## config.mk

```make
export PLATFORM = sky130hd
export DESIGN_NAME = acq_ram
export DESIGN_NICKNAME = d
export VERILOG_FILES = /design/src/hw/rtl/acq_ram.sv
export SDC_FILE = /design/constraint.sdc
export NUM_CORES = 1
export LEC_CHECK = 0
export BUFFER_PORTS_ARGS = -buffer_cell sky130_fd_sc_hd__buf_2
export CORE_ASPECT_RATIO = 0.75
export CORE_UTILIZATION = 30
export DETAILED_ROUTE_END_ITERATION = 10
export GPL_TIMING_DRIVEN = 0
export PLACE_DENSITY = 0.53
export SLEW_MARGIN = 20
export SYNTH_ARGS = -nofsm -noshare
export SYNTH_HDL_FRONTEND = slang
export SYNTH_SLANG_ARGS = --single-unit
```

## constraint.sdc

```tcl
create_clock -name clk -period 1.95 [get_ports clk]
set_clock_uncertainty 0.2 [all_clocks]
set_input_delay 0.0975 -clock clk [delete_from_list [all_inputs] [get_ports clk]]
set_output_delay 0.0975 -clock clk [all_outputs]
set_load 0.01 [all_outputs]
```

## src/hw/rtl/acq_ram.sv

```systemverilog
// ----------------------------------------------------------------------------
// acq_ram: simple dual-port synchronous RAM
// One write port and one read port; read data is registered.
// ----------------------------------------------------------------------------
`default_nettype none

module acq_ram #(
	parameter int WIDTH = 8,
	parameter int DEPTH = 64,
	parameter int AW    = (DEPTH > 1) ? $clog2(DEPTH) : 1
) (
	input  wire logic             clk,
	input  wire logic             we,
	input  wire logic [AW-1:0]    waddr,
	input  wire logic [WIDTH-1:0] wdata,
	input  wire logic [AW-1:0]    raddr,
	output logic      [WIDTH-1:0] rdata
);

	logic [WIDTH-1:0] mem [DEPTH];

	always_ff @(posedge clk) begin
		if (we) begin
			mem[waddr] <= wdata;
		end
	end

	always_ff @(posedge clk) begin
		rdata <= mem[raddr];
	end

endmodule

`default_nettype wire

```

== Yosys cells after proc, flatten, opt, wreduce, memory -nomap -nowiden ==
Memories as Yosys holds them, arrays and structs flattened. A register that Yosys moved wholly into a read port is not among the register bits.
Cells that the tools add are included.
Storage, ports and cells
  register bits: 0
  memory bits (writable): 512
  input port bits: 22
  output and inout bits: 8
  logic and storage cells: 3
  memories: 1
Memory list
  mem: words 64, width 8, rd ports 1, clocked after memory_dff 1, write ports 1, RTL line 20  | logic [WIDTH-1:0] mem [DEPTH];
Cells by class
  multiplexer cells: 2
Operators with widths (count)
  two-way mux 1 bit: 2

== Longest topological paths before layout ==
Gate-level depths: netlist (run 1).
  depth after elaboration: 2
  depth in mapped cells: 9
  mapped depth without buffers: 5

== Least setup slack after synthesis (run 1) ==
OpenSTA, ideal clock, no wires.
  path type: input port to flip-flop
  from: in raddr[1]
  to: reg rdata[3] (read register of mem)
  library setup time: 128 ps
  arrival time: 1637 ps
  required time: 1622 ps
  slack: -15 ps
  stages on the path: 7
  path buffers: 3
  cells stage by stage: buf_4 buf_2 buf_2 mux4_2 mux4_2 o21ai_1 o41ai_1
RTL lines
  start: declaration: RTL line 16  | input wire logic [AW-1:0] raddr,
  end: declaration: RTL line 17  | output logic [WIDTH-1:0] rdata

==> summary.txt, run 1 <==
STA
  • Slew Viols, Final: 0
  • Tcrit/Tclk final: 1.16
  • Setup_tns: -4790 ps
  • Clock period minus worst slack: between 2000 and 2500 ps
  • Slew HR: 0.354
  • Fin Hold WS: around 44 ps
  • RSZ-0062 raised after global routing: yes
  • Final Worst Setup Slack: -306 ps
  • Maximum clock rate: 443 MHz
  • Final setup fails: 67
  • Hold Vio Cnt, Final: 0
  • Worst-Margin Slew: approximately 970 ps

Worst setup path
  • Critical path's top delay family: multiplexers
  • Crit end category: register
  • Reg2Reg Depth: 5
  • Worst R2R End: rdata[2]$_DFF_P_
  • Minimum setup slack among reg-to-reg paths: -310 ps
  • Worst setup path class: register to register
  • Worst path slowest cell: mux4_2
  • WP depth: 5
  • CP dominant cell by count: mux4_2
  • Crit Reg-Reg Startpoint: mem[15][2]$_DFFE_PP_
  • Critical path required time: approximately 2200 ps
  • CP max stage delay: approximately 610 ps
  • Setup crit start kind: register
  • CP Buf/Inv Count: 0
  • Crit path max fanout: 1
  • Arr. time, crit path: approximately 2500 ps
  • CP Cell Sequence: mux4_2 -> mux4_2 -> nor2_4 -> nor3_2 -> o2bb2ai_4

Clock tree
  • Clock Path Buffers: 3
  • CTS tree: yes
  • Clk root buf: clkbuf_16
  • Count of clock tree sinks: between 500 and 600
  • H-tree depth: 2
  • Clock transition at path regs: roughly 60 ps
  • Number of buffers created by CTS: 49
  • Insertion delay to the later sink of the worst-skew pair: 580 ps

Outcome
  • Status: finished, violations left
  • Failing checks: DRC, setup timing

Hold path
  • Start point of the worst hold path: raddr[4]
  • Hold WC Path Type: input pin to register
  • Hold depth: 4
  • Hold Crit Endpoint: rdata[5]$_DFF_P_

Placement
  • Port bufs: 21
  • Placed cells: roughly 1.8k
  • Hpwl dp: roughly 34 mm
  • Post-Place Cell Area: 0.0214 mm2
  • Routability Congestion: just under 0.9
  • Pre-CTS setup slack: -1460 ps

Layout
  • Fin cells: around 1.9k
  • Area delta synth->final: 17.0%
  • Final nets: ~1.0k
  • Share of cells above drive strength 1: 0.328
  • Flip-flop and latch area: about 0.016 mm2
  • Design area: ~0.024 mm2
  • Final core utilization: 0.358
  • Fill cells: 6089
  • Multi-input gate area: roughly 0.0048 mm2

Detailed routing
  • Vias: approximately 10k
  • Drt pass-1 iters: 8
  • Initial DRC Count: 1140
  • Routed WL: ~53 mm
  • Wire per inst: 27.2 um
  • DRC viols: 16
  • Vias per cell: about 5.2
  • Final ANT Viol Nets: 0

Synth
  • Asr flop ratio synth: 0
  • Primary FF master, synth: edfxtp_1
  • Synthesized area per cell: roughly 21 um2
  • Sequential share of the synthesized area: 0.770
  • FF+latch count, synth: 520
  • Mapped Area: around 0.020 mm2
  • YS warnings: 0
  • Yosys cell types: 40
  • Number of synthesized flops with an enable pin: around 500
  • Synth Instances: 940
  • Synthesized net count: approximately 960

Power
  • Power Total: about 23 mW
  • Leakage: between 7 and 8 nW
  • Power Dens Cells: around 990 mW/mm2
  • Worst ir drop on vdd: ~600 uV

Die
  • Initial core utilization: 0.306
  • Chip width: about 300 um
  • Core area: 0.0659 mm2
  • Die extent in y: 227 um
  • I/O pin total: 30
  • Die area: slightly below 0.07 mm2
  • Num rows: around 80

Global routing
  • Gr ovfl total: 0
  • Initial antenna violation count: 4
  • Number of global-route vias before repair: 9933
  • Largest net degree at the start of global routing: 65
  • Gr usage total: 0.156
  • First-pass GRT wire length: 74.6 mm

Job
  • Max cap viols: 0
[how the worst max path moves through the flow]
stage / from / endpoint
detailed placement: raddr[2] / rdata[3]$_DFF_P_
CTS: mem[15][2]$_DFFE_PP_ / rdata[2]$_DFF_P_
global route: mem[14][2]$_DFFE_PP_ / rdata[2]$_DFF_P_
finish: mem[15][2]$_DFFE_PP_ / rdata[2]$_DFF_P_
floorplan: raddr[0] / rdata[3]$_DFF_P_
global placement: raddr[1] / rdata[4]$_DFF_P_
[synthesized netlist by cell type, types with 2 or more instances]
| library cell | n | area share |
|---|---|---|
| o22ai_1 | 8 | 0.0025 |
| nand3b_1 | 3 | 0.0011 |
| buf_6 | 4 | 0.0022 |
| mux4_2 | 126 | 0.14 |
| buf_1 | 4 | 0.00074 |
| nand3_1 | 13 | 0.0032 |
| nor2_1 | 83 | 0.015 |
| o32ai_1 | 2 | 0.00087 |
| o2bb2ai_1 | 3 | 0.0013 |
| o41ai_1 | 2 | 0.00087 |
| o2111ai_1 | 3 | 0.0013 |
| mux2_2 | 13 | 0.0073 |
| nand2_1 | 19 | 0.0035 |
| buf_2 | 11 | 0.0027 |
| buf_4 | 13 | 0.0048 |
| buf_12 | 2 | 0.0020 |
| edfxtp_1 | 512 | 0.76 |
| o221a_2 | 2 | 0.0011 |
| nor3_1 | 7 | 0.0017 |
| a22oi_1 | 3 | 0.0011 |
| clkbuf_1 | 17 | 0.0032 |
| o21a_1 | 2 | 0.00074 |
| a211oi_1 | 4 | 0.0015 |
| a2111oi_0 | 2 | 0.00087 |
| dfxtp_1 | 8 | 0.0079 |
| nand4_1 | 2 | 0.00062 |
| o221ai_1 | 8 | 0.0035 |
| o21ai_1 | 2 | 0.00050 |
| a221oi_1 | 6 | 0.0026 |
| nor4_1 | 2 | 0.00062 |
| mux2i_1 | 23 | 0.011 |
| nand2b_1 | 7 | 0.0022 |
| o21ai_0 | 2 | 0.00050 |
| nor2b_1 | 14 | 0.0043 |
| a21oi_1 | 3 | 0.00074 |
[layout by cell type, fill, tap and decap left out, types with 8 or more instances in the layout]
master / instances
buf_2: 18
buf_4: 29
clkbuf_1: 19
clkbuf_16: 50
clkinv_1: 10
dfxtp_1: 8
dlygate4sd3_1: 10
edfxtp_1: 512
mux2_2: 11
mux2i_1: 21
mux4_2: 126
nand2_1: 18
nand3_1: 11
nor2_1: 37
nor2_2: 38
nor2_4: 8
nor2b_1: 14
o22ai_1: 8
[state kept, by name (all words and copies together) (netlist names)]
name	count
mem	512
rdata	8
[cells by family after synthesis]
kind of cell           after synthesis  share of synthesized area
DFF                                520                      0.770
and+or+nand+nor                    153                     0.0339
buffers and inverters               51                     0.0157
muxes                              162                      0.159
AOI/OAI and AO/OA                   54                     0.0207
[timing repair]
item / CTS / global route
hold buffers: 6 / 4
gates resized for setup: 84 / 40
pin swaps: 6 / 4
setup buffers: 2 / 0
setup endpoints to repair: 155 / 208
endpoints found under the hold margin: 267 / 256
[layer usage]
metal,up-vias,track usage,wire [um]
met2,395,0.210,21200
li1,4111,-,-
met5,-,0,13
met1,5406,0.245,25700
met4,2,0.0311,835
met3,62,0.0456,4910
[area by class of cell]
| type | count | area share |
|---|---|---|
| sequential | 520 | 0.658 |
| multi-input combinational | 369 | 0.204 |
| clock buffer | 58 | 0.0543 |
| tap | 871 | 0.0462 |
| buffer | 51 | 0.0149 |
| clock inverter | 30 | 0.0117 |
| timing repair buffer | 33 | 0.0102 |
| antenna | 3 | 0.000318 |
[power by group]
part | leakage (nW) | internal [mW] | switching [mW]
sequential | 4.67 | 12.4 | 0.0201
clock | 0.757 | 5.24 | 4.22
combinational | 1.70 | 0.516 | 0.930
total | 7.13 | 18.1 | 5.17
[worst reg2reg max path: cells and delay by family (launching register included)]
| kind | cells | cell delay (ps) |
|---|---|---|
| AOI/OAI and AO/OA | 1 | 200 |
| and+or+nand+nor | 2 | 240 |
| DFF | 1 | 350 |
| muxes | 2 | 1100 |
Power figures use the tool's default switching activity.
==> inputs of run 2 (changes only) <==
PLACE_DENSITY = 0.52   (was 0.53)
clock period = 2.6 ns   (was 1.95 ns; I/O delays follow)
==> run 2 against run 1 <==
Effect of this change:
- power shrank 27%
- sequential cell count stayed put
- the run still ends with DRC, setup timing left
- utilization down 0.89 points
- highest routed layer unchanged
- worst setup slack gained 280 ps
- critical path depth up 3
- worst hold slack worse by 18 ps
- non-clock buffer count shrank 3
- cell count fell by 0.10%
- clock-buffer cell count grew 1
==> summary.txt, run 2 (synthesis gave the netlist of run 1 again) <==
Clock tree
  • CTS tree: yes
  • Clock Path Buffers: 3 (unchanged)
  • Number of buffers created by CTS: 49 (unchanged)
  • Insertion delay to the later sink of the worst-skew pair: 580 ps (about the same)
  • H-tree depth: 2 (unchanged)
  • Clock transition at path regs: 60 ps (about the same)
  • Count of clock tree sinks: 520 (unchanged)
  • Clk root buf: clkbuf_16

Global routing
  • Gr usage total: 0.155 (-0.000736)
  • Gr ovfl total: 0 (unchanged)
  • Number of global-route vias before repair: 9891 (-0.42%)
  • Initial antenna violation count: 11 (+7)
  • First-pass GRT wire length: 74.7 mm (+0.11%)
  • Largest net degree at the start of global routing: 65 (unchanged)

Layout
  • Final nets: 1043 (-0.29%)
  • Max reg flops: 512 (unchanged)
  • Largest regs: mem: 512 flops, rdata: 8 flops
  • Fin cells: 1933 (-0.10%)
  • Commonest non-fill, non-tap cell in the layout: edfxtp_1
  • Most frequent cells in the layout: edfxtp_1, mux4_2, nor2_1
  • Share of cells above drive strength 1: 0.254 (-0.0737)
  • Area delta synth->final: 14.1%
  • Biggest register: mem

STA
  • Final Worst Setup Slack: -30.7 ps (+275 ps)
  • Slew Viols, Final: 0 (unchanged)
  • Hold Vio Cnt, Final: 0 (unchanged)
  • Maximum clock rate: 380 MHz
  • Final setup fails: 1 (-99%)
  • Clock period minus worst slack: roughly 2600 ps
  • Tcrit/Tclk final: 1.01
  • Slew HR: 0.274 (-0.0794)
  • RSZ-0062 raised after global routing: yes
  • Worst-Margin Slew: 1080 ps (+119 ps)

Die
  • Initial core utilization: 0.306 (unchanged)
  • Chip width: 301 um (unchanged)
  • Core area: 0.0659 mm2 (unchanged)
  • Die extent in y: 227 um (unchanged)
  • Die area: 0.0683 mm2 (unchanged)
  • Num rows: 81 (unchanged)
  • I/O pin total: 30 (unchanged)

Hold path
  • Hold depth: 3 (-1)
  • Hold Crit Endpoint: mem[49][6]$_DFFE_PP_
  • Start point of the worst hold path: waddr[0]
  • Hold WC Path Type: input pin to register

Power
  • Leakage: 6.99 nW (-2.0%)
  • Power Total: 16.9 mW (-27%)
  • Worst ir drop on vdd: 456 uV (-24%)
  • Power Dens Cells: 735 mW/mm2 (-25%)

Worst setup path
  • CP max stage delay: 700 ps (+90 ps)
  • Worst setup path class: input pin to register
  • Setup crit start kind: input pin
  • Crit path max fanout: 10 (+9)
  • Critical path required time: 2780 ps (+620 ps)
  • Crit Reg-Reg Startpoint: mem[44][0]$_DFFE_PP_
  • Arr. time, crit path: 2810 ps (+340 ps)
  • Crit end category: register
  • Minimum setup slack among reg-to-reg paths: -30 ps (+280 ps)
  • CP Cell Sequence: buf_4 -> buf_2 -> buf_4 -> buf_2 -> nor2b_1 -> a22oi_1 -> a221oi_1 -> o2bb2ai_1
  • Critical path's top delay family: buffers and inverters
  • CP Buf/Inv Count: 4 (+4)
  • Reg2Reg Depth: 4 (-1)
  • Worst path slowest cell: a221oi_1
  • Worst R2R End: rdata[0]$_DFF_P_

Detailed routing
  • Vias: 9995 (+0.19%)
  • Routed WL: 52.1 mm (-1.1%)
  • Vias per cell: 5.17 (+0.29%)
  • Initial DRC Count: 1287 (+13%)
  • Drt pass-1 iters: 9 (+1)
  • DRC viols: 12 (-4)
  • Wire per inst: 26.9 um (-1.0%)
  • Final ANT Viol Nets: 0 (unchanged)

Placement
  • Hpwl dp: 34.2 mm (+1.2%)
  • Placed cells: 1833 (+0.055%)
  • Port bufs: 21 (unchanged)
  • Routability Congestion: 0.859 (-1.2%)

Outcome
  • Status: finished, violations left
  • Failing checks: DRC, setup timing

Job
  • Max cap viols: 0 (unchanged)
## run 2: power breakdown
part | leakage [nW] | internal [mW] | switching (mW) | total (mW)
combinational | 1.62 | 0.349 | 0.636 | 0.986
sequential | 4.67 | 9.28 | 0.0147 | 9.29
clock | 0.698 | 3.56 | 3.09 | 6.64
## run 2: layer usage
layer | share of wire | vias up | global-route usage
met5 | 0.00046 | - | 0
met4 | 0.017 | 4 | 0.0326
met3 | 0.099 | 67 | 0.0400
met2 | 0.40 | 446 | 0.206
met1 | 0.48 | 5377 | 0.249
li1 | - | 4101 | -
## run 2: worst register-to-register path, stage by stage, from the launching register on
cell and delay [ps]:
edfxtp_1 350, mux4_2 490, mux2_2 320, a221oi_1 720, o2bb2ai_1 350
## run 2: timing repair
item	in CTS	in global routing
endpoints found under the setup margin	8	8
hold buffers	6	3
setup buffers	0	0
hold endpoints to repair	277	108
gates cloned	0	0
gates resized for setup	5	14
## run 2: area by class of cell
type / count / area, um2
Timing Repair Buffer: 31 / 233
Sequential cell: 520 / 15500
Clock inverter: 29 / 166
Fill cell: 6159 / 42900
Clock buffer: 59 / 1260
Antenna cell: 4 / 10.0
Multi-Input combinational cell: 369 / 4400
Buffer: 50 / 318
Tap cell: 871 / 1090
## run 2: per-stage QoR
stage	utilization	instance area, um2	TNS, ps	hold slack [ps]	setup slack (ps)
final	0.349	23000	-30.7	26.2	-30.7
after global routing	0.349	23000	-2.68	53.5	-2.44
after CTS	0.348	22900	-1.11	16.6	-1.11
after detailed placement	0.325	21400	-16980	324	-914
after global placement	0.324	21400	-7830	325	-879
after floorplan	-	20200	0	28.9	602
## run 2: worst max-delay path by stage
stage               startpoint               end  slack (ps)  cells past startpoint
CTS                   raddr[1]  rdata[5]$_DFF_P_          -1                      9
detailed placement    raddr[2]  rdata[5]$_DFF_P_        -910                      7
global route          raddr[1]  rdata[0]$_DFF_P_          -2                      8
floorplan             raddr[1]  rdata[3]$_DFF_P_         600                      7
global placement      raddr[2]  rdata[3]$_DFF_P_        -880                      6
finish                raddr[1]  rdata[0]$_DFF_P_         -30                      8
==> inputs of run 3 (changes only) <==
CTS_BUF_LIST = sky130_fd_sc_hd__clkbuf_4 sky130_fd_sc_hd__clkbuf_8 sky130_fd_sc_hd__clkbuf_16   (was not set)
==> run 3 against run 2 <==
Effect of this change:
- the run still ends with DRC, setup timing left
- cell count down 0.10%
- worst setup slack better by 21 ps
- sequential share of layout area about the same
- via count about the same
- fmax is 0.81% higher
- global-route usage is essentially flat
- non-clock buffer count is 1 lower
- largest cell class unchanged
- largest power group unchanged
- highest routed layer unchanged
==> summary.txt, run 3 (synthesis gave the netlist of run 1 again) <==
Worst setup path
  • Crit path from: mem[3][3]$_DFFE_PP_
  • Arr. time, crit path: 2800 ps (about the same)
  • Worst setup path class: register to register
  • Crit path max fanout: 1 (-9)
  • Crit Reg-Reg Startpoint: mem[3][3]$_DFFE_PP_
  • Crit end category: register
  • Setup crit start kind: register
  • Critical path required time: 2790 ps (about the same)

Clock tree
  • Clock Path Buffers: 3 (unchanged)
  • Number of buffers created by CTS: 49 (unchanged)
  • H-tree depth: 2 (unchanged)
  • CTS tree: yes
  • Count of clock tree sinks: 520 (unchanged)
  • Clock transition at path regs: 70 ps (about the same)
  • Clk root buf: clkbuf_16
  • Insertion delay to the later sink of the worst-skew pair: 580 ps (about the same)
  • Post-CTS setup buffers: 0 (unchanged)

Layout
  • Share of cells above drive strength 1: 0.263 (+0.00876)
  • Design area: 0.0230 mm2 (about the same)
  • Max reg flops: 512 (unchanged)
  • Largest regs: mem: 512 flops, rdata: 8 flops
  • Flip-flop and latch area: 0.0155 mm2 (unchanged)
  • Biggest register: mem
  • Most frequent cells in the layout: edfxtp_1, mux4_2, nor2_1
  • Fill cells: 6164 (+0.081%)
  • Multi-input gate area: 0.00438 mm2 (-0.51%)
  • Commonest non-fill, non-tap cell in the layout: edfxtp_1
  • Area delta synth->final: 14.2% (about the same)
  • Final nets: 1042 (-0.096%)

Placement
  • Hpwl dp: 34.2 mm (unchanged)
  • Routability Congestion: 0.859 (unchanged)
  • Port bufs: 21 (unchanged)
  • Post-Place Cell Area: 0.0214 mm2 (unchanged)

Die
  • Chip width: 301 um (unchanged)
  • Num rows: 81 (unchanged)
  • Die area: 0.0683 mm2 (unchanged)
  • I/O pin total: 30 (unchanged)
  • Initial core utilization: 0.306 (unchanged)
  • Core area: 0.0659 mm2 (unchanged)
  • Die extent in y: 227 um (unchanged)

Job
  • Max cap viols: 0 (unchanged)

Global routing
  • First-pass GRT wire length: 74.6 mm (about the same)
  • Largest net degree at the start of global routing: 65 (unchanged)
  • Busiest grt layer: met1
  • Met3 GRT Util: 0.0384 (-0.00153)
  • Routing usage on met2: 0.206 (about the same)
  • Initial antenna violation count: 11 (unchanged)
  • Met1 Use GR: 0.250 (+0.000825)
  • Gr usage total: 0.155 (about the same)
  • Number of global-route vias before repair: 9875 (-0.16%)
  • Gr ovfl total: 0 (unchanged)

STA
  • Tcrit/Tclk final: 1.00 (-0.00814)
  • Worst-Margin Slew: 1090 ps (+10.1 ps)
  • Slew HR: 0.267 (-0.00677)
  • Slew Viols, Final: 0 (unchanged)
  • Maximum clock rate: 383 MHz (+0.81%)
  • Fin Hold WS: 14.3 ps (-11.8 ps)
  • Final Worst Setup Slack: -9.55 ps (+21.2 ps)
  • Final setup fails: 1 (unchanged)
  • Clock period minus worst slack: 2610 ps (-21.2 ps)
  • Hold Vio Cnt, Final: 0 (unchanged)

Detailed routing
  • DRC viols: 12 (unchanged)
  • Routed WL: 51.8 mm (-0.42%)
  • Final ANT Viol Nets: 0 (unchanged)
  • Vias: 9989 (-0.060%)
  • Wire per inst: 26.8 um (-0.31%)
  • Drt pass-1 iters: 8 (-1)
  • Vias per cell: 5.17 (about the same)
  • Initial DRC Count: 1257 (-2.3%)

Outcome
  • Status: finished, violations left
  • Failing checks: DRC, setup timing

Power
  • Worst ir drop on vdd: 462 uV (+1.3%)
  • Leakage: 7.02 nW (+0.38%)
  • Power Dens Cells: 739 mW/mm2 (+0.53%)

Hold path
  • Start point of the worst hold path: waddr[0]
  • Hold WC Path Type: input pin to register
## run 3: changes by cell type in the layout (fill, tap and decap cells not counted), sizes merged
| cell | before | now |
|---|---|---|
| clkbuf | 77 | 76 |
| diode | 4 | 3 |
## run 3: final timing paths
path | endpoint | slack, ps | cells past startpoint
worst min register to register | rdata[3]$_DFF_P_ | 790 | 5
worst min-delay path | mem[49][6]$_DFFE_PP_ | 10 | 3
worst max-delay path | rdata[3]$_DFF_P_ | -10 | 4
worst max register to register | rdata[3]$_DFF_P_ | -10 | 4
## run 3: layer usage
layer  part of all wire  vias up
li1                   -     4098
met4              0.019        4
met3               0.10       79
met2               0.40      418
met5            0.00046        -
met1               0.48     5390
## run 3: layout make-up
type                    instances  share of cell area
diodes                          3            0.000326
plain buffers                  49              0.0136
clock inverters                29             0.00723
well taps                     871              0.0473
flip-flops and latches        520               0.675
multi-input cells             369               0.190
repair buffers                 31              0.0101
clock buffers                  59              0.0565
## run 3: repair_timing
| item | in CTS | in global routing |
|---|---|---|
| endpoints found under the setup margin | 8 | 7 |
| resized for setup | 5 | 10 |
| hold buffers | 6 | 3 |
| gates cloned | 0 | 0 |
| endpoints found under the hold margin | 277 | 107 |
## run 3: worst max-delay path, stage by stage, from the launching register on
cell	delay [ps]
edfxtp_1	360
mux4_2	500
nor2b_1	150
a2111oi_1	930
o41ai_2	280
## run 3: stage by stage
stage	total power [mW]	std cells	setup slack (ps)	TNS [ps]	utilization
finish	17.0	1931	-9.55	-9.55	0.349
global placement	10.4	1832	-879	-7830	0.324
detailed placement	10.4	1833	-914	-16980	0.325
global route	17.5	1928	-2.38	-2.38	0.349
floorplan	9.97	940	602	0	-
CTS	17.1	1926	8.53	0	0.348
## run 3: power by group
group          switching [mW]  total (mW)  internal (mW)
clock                    3.09        6.75           3.66
combinational           0.630       0.976          0.345
sequential             0.0147        9.29           9.28
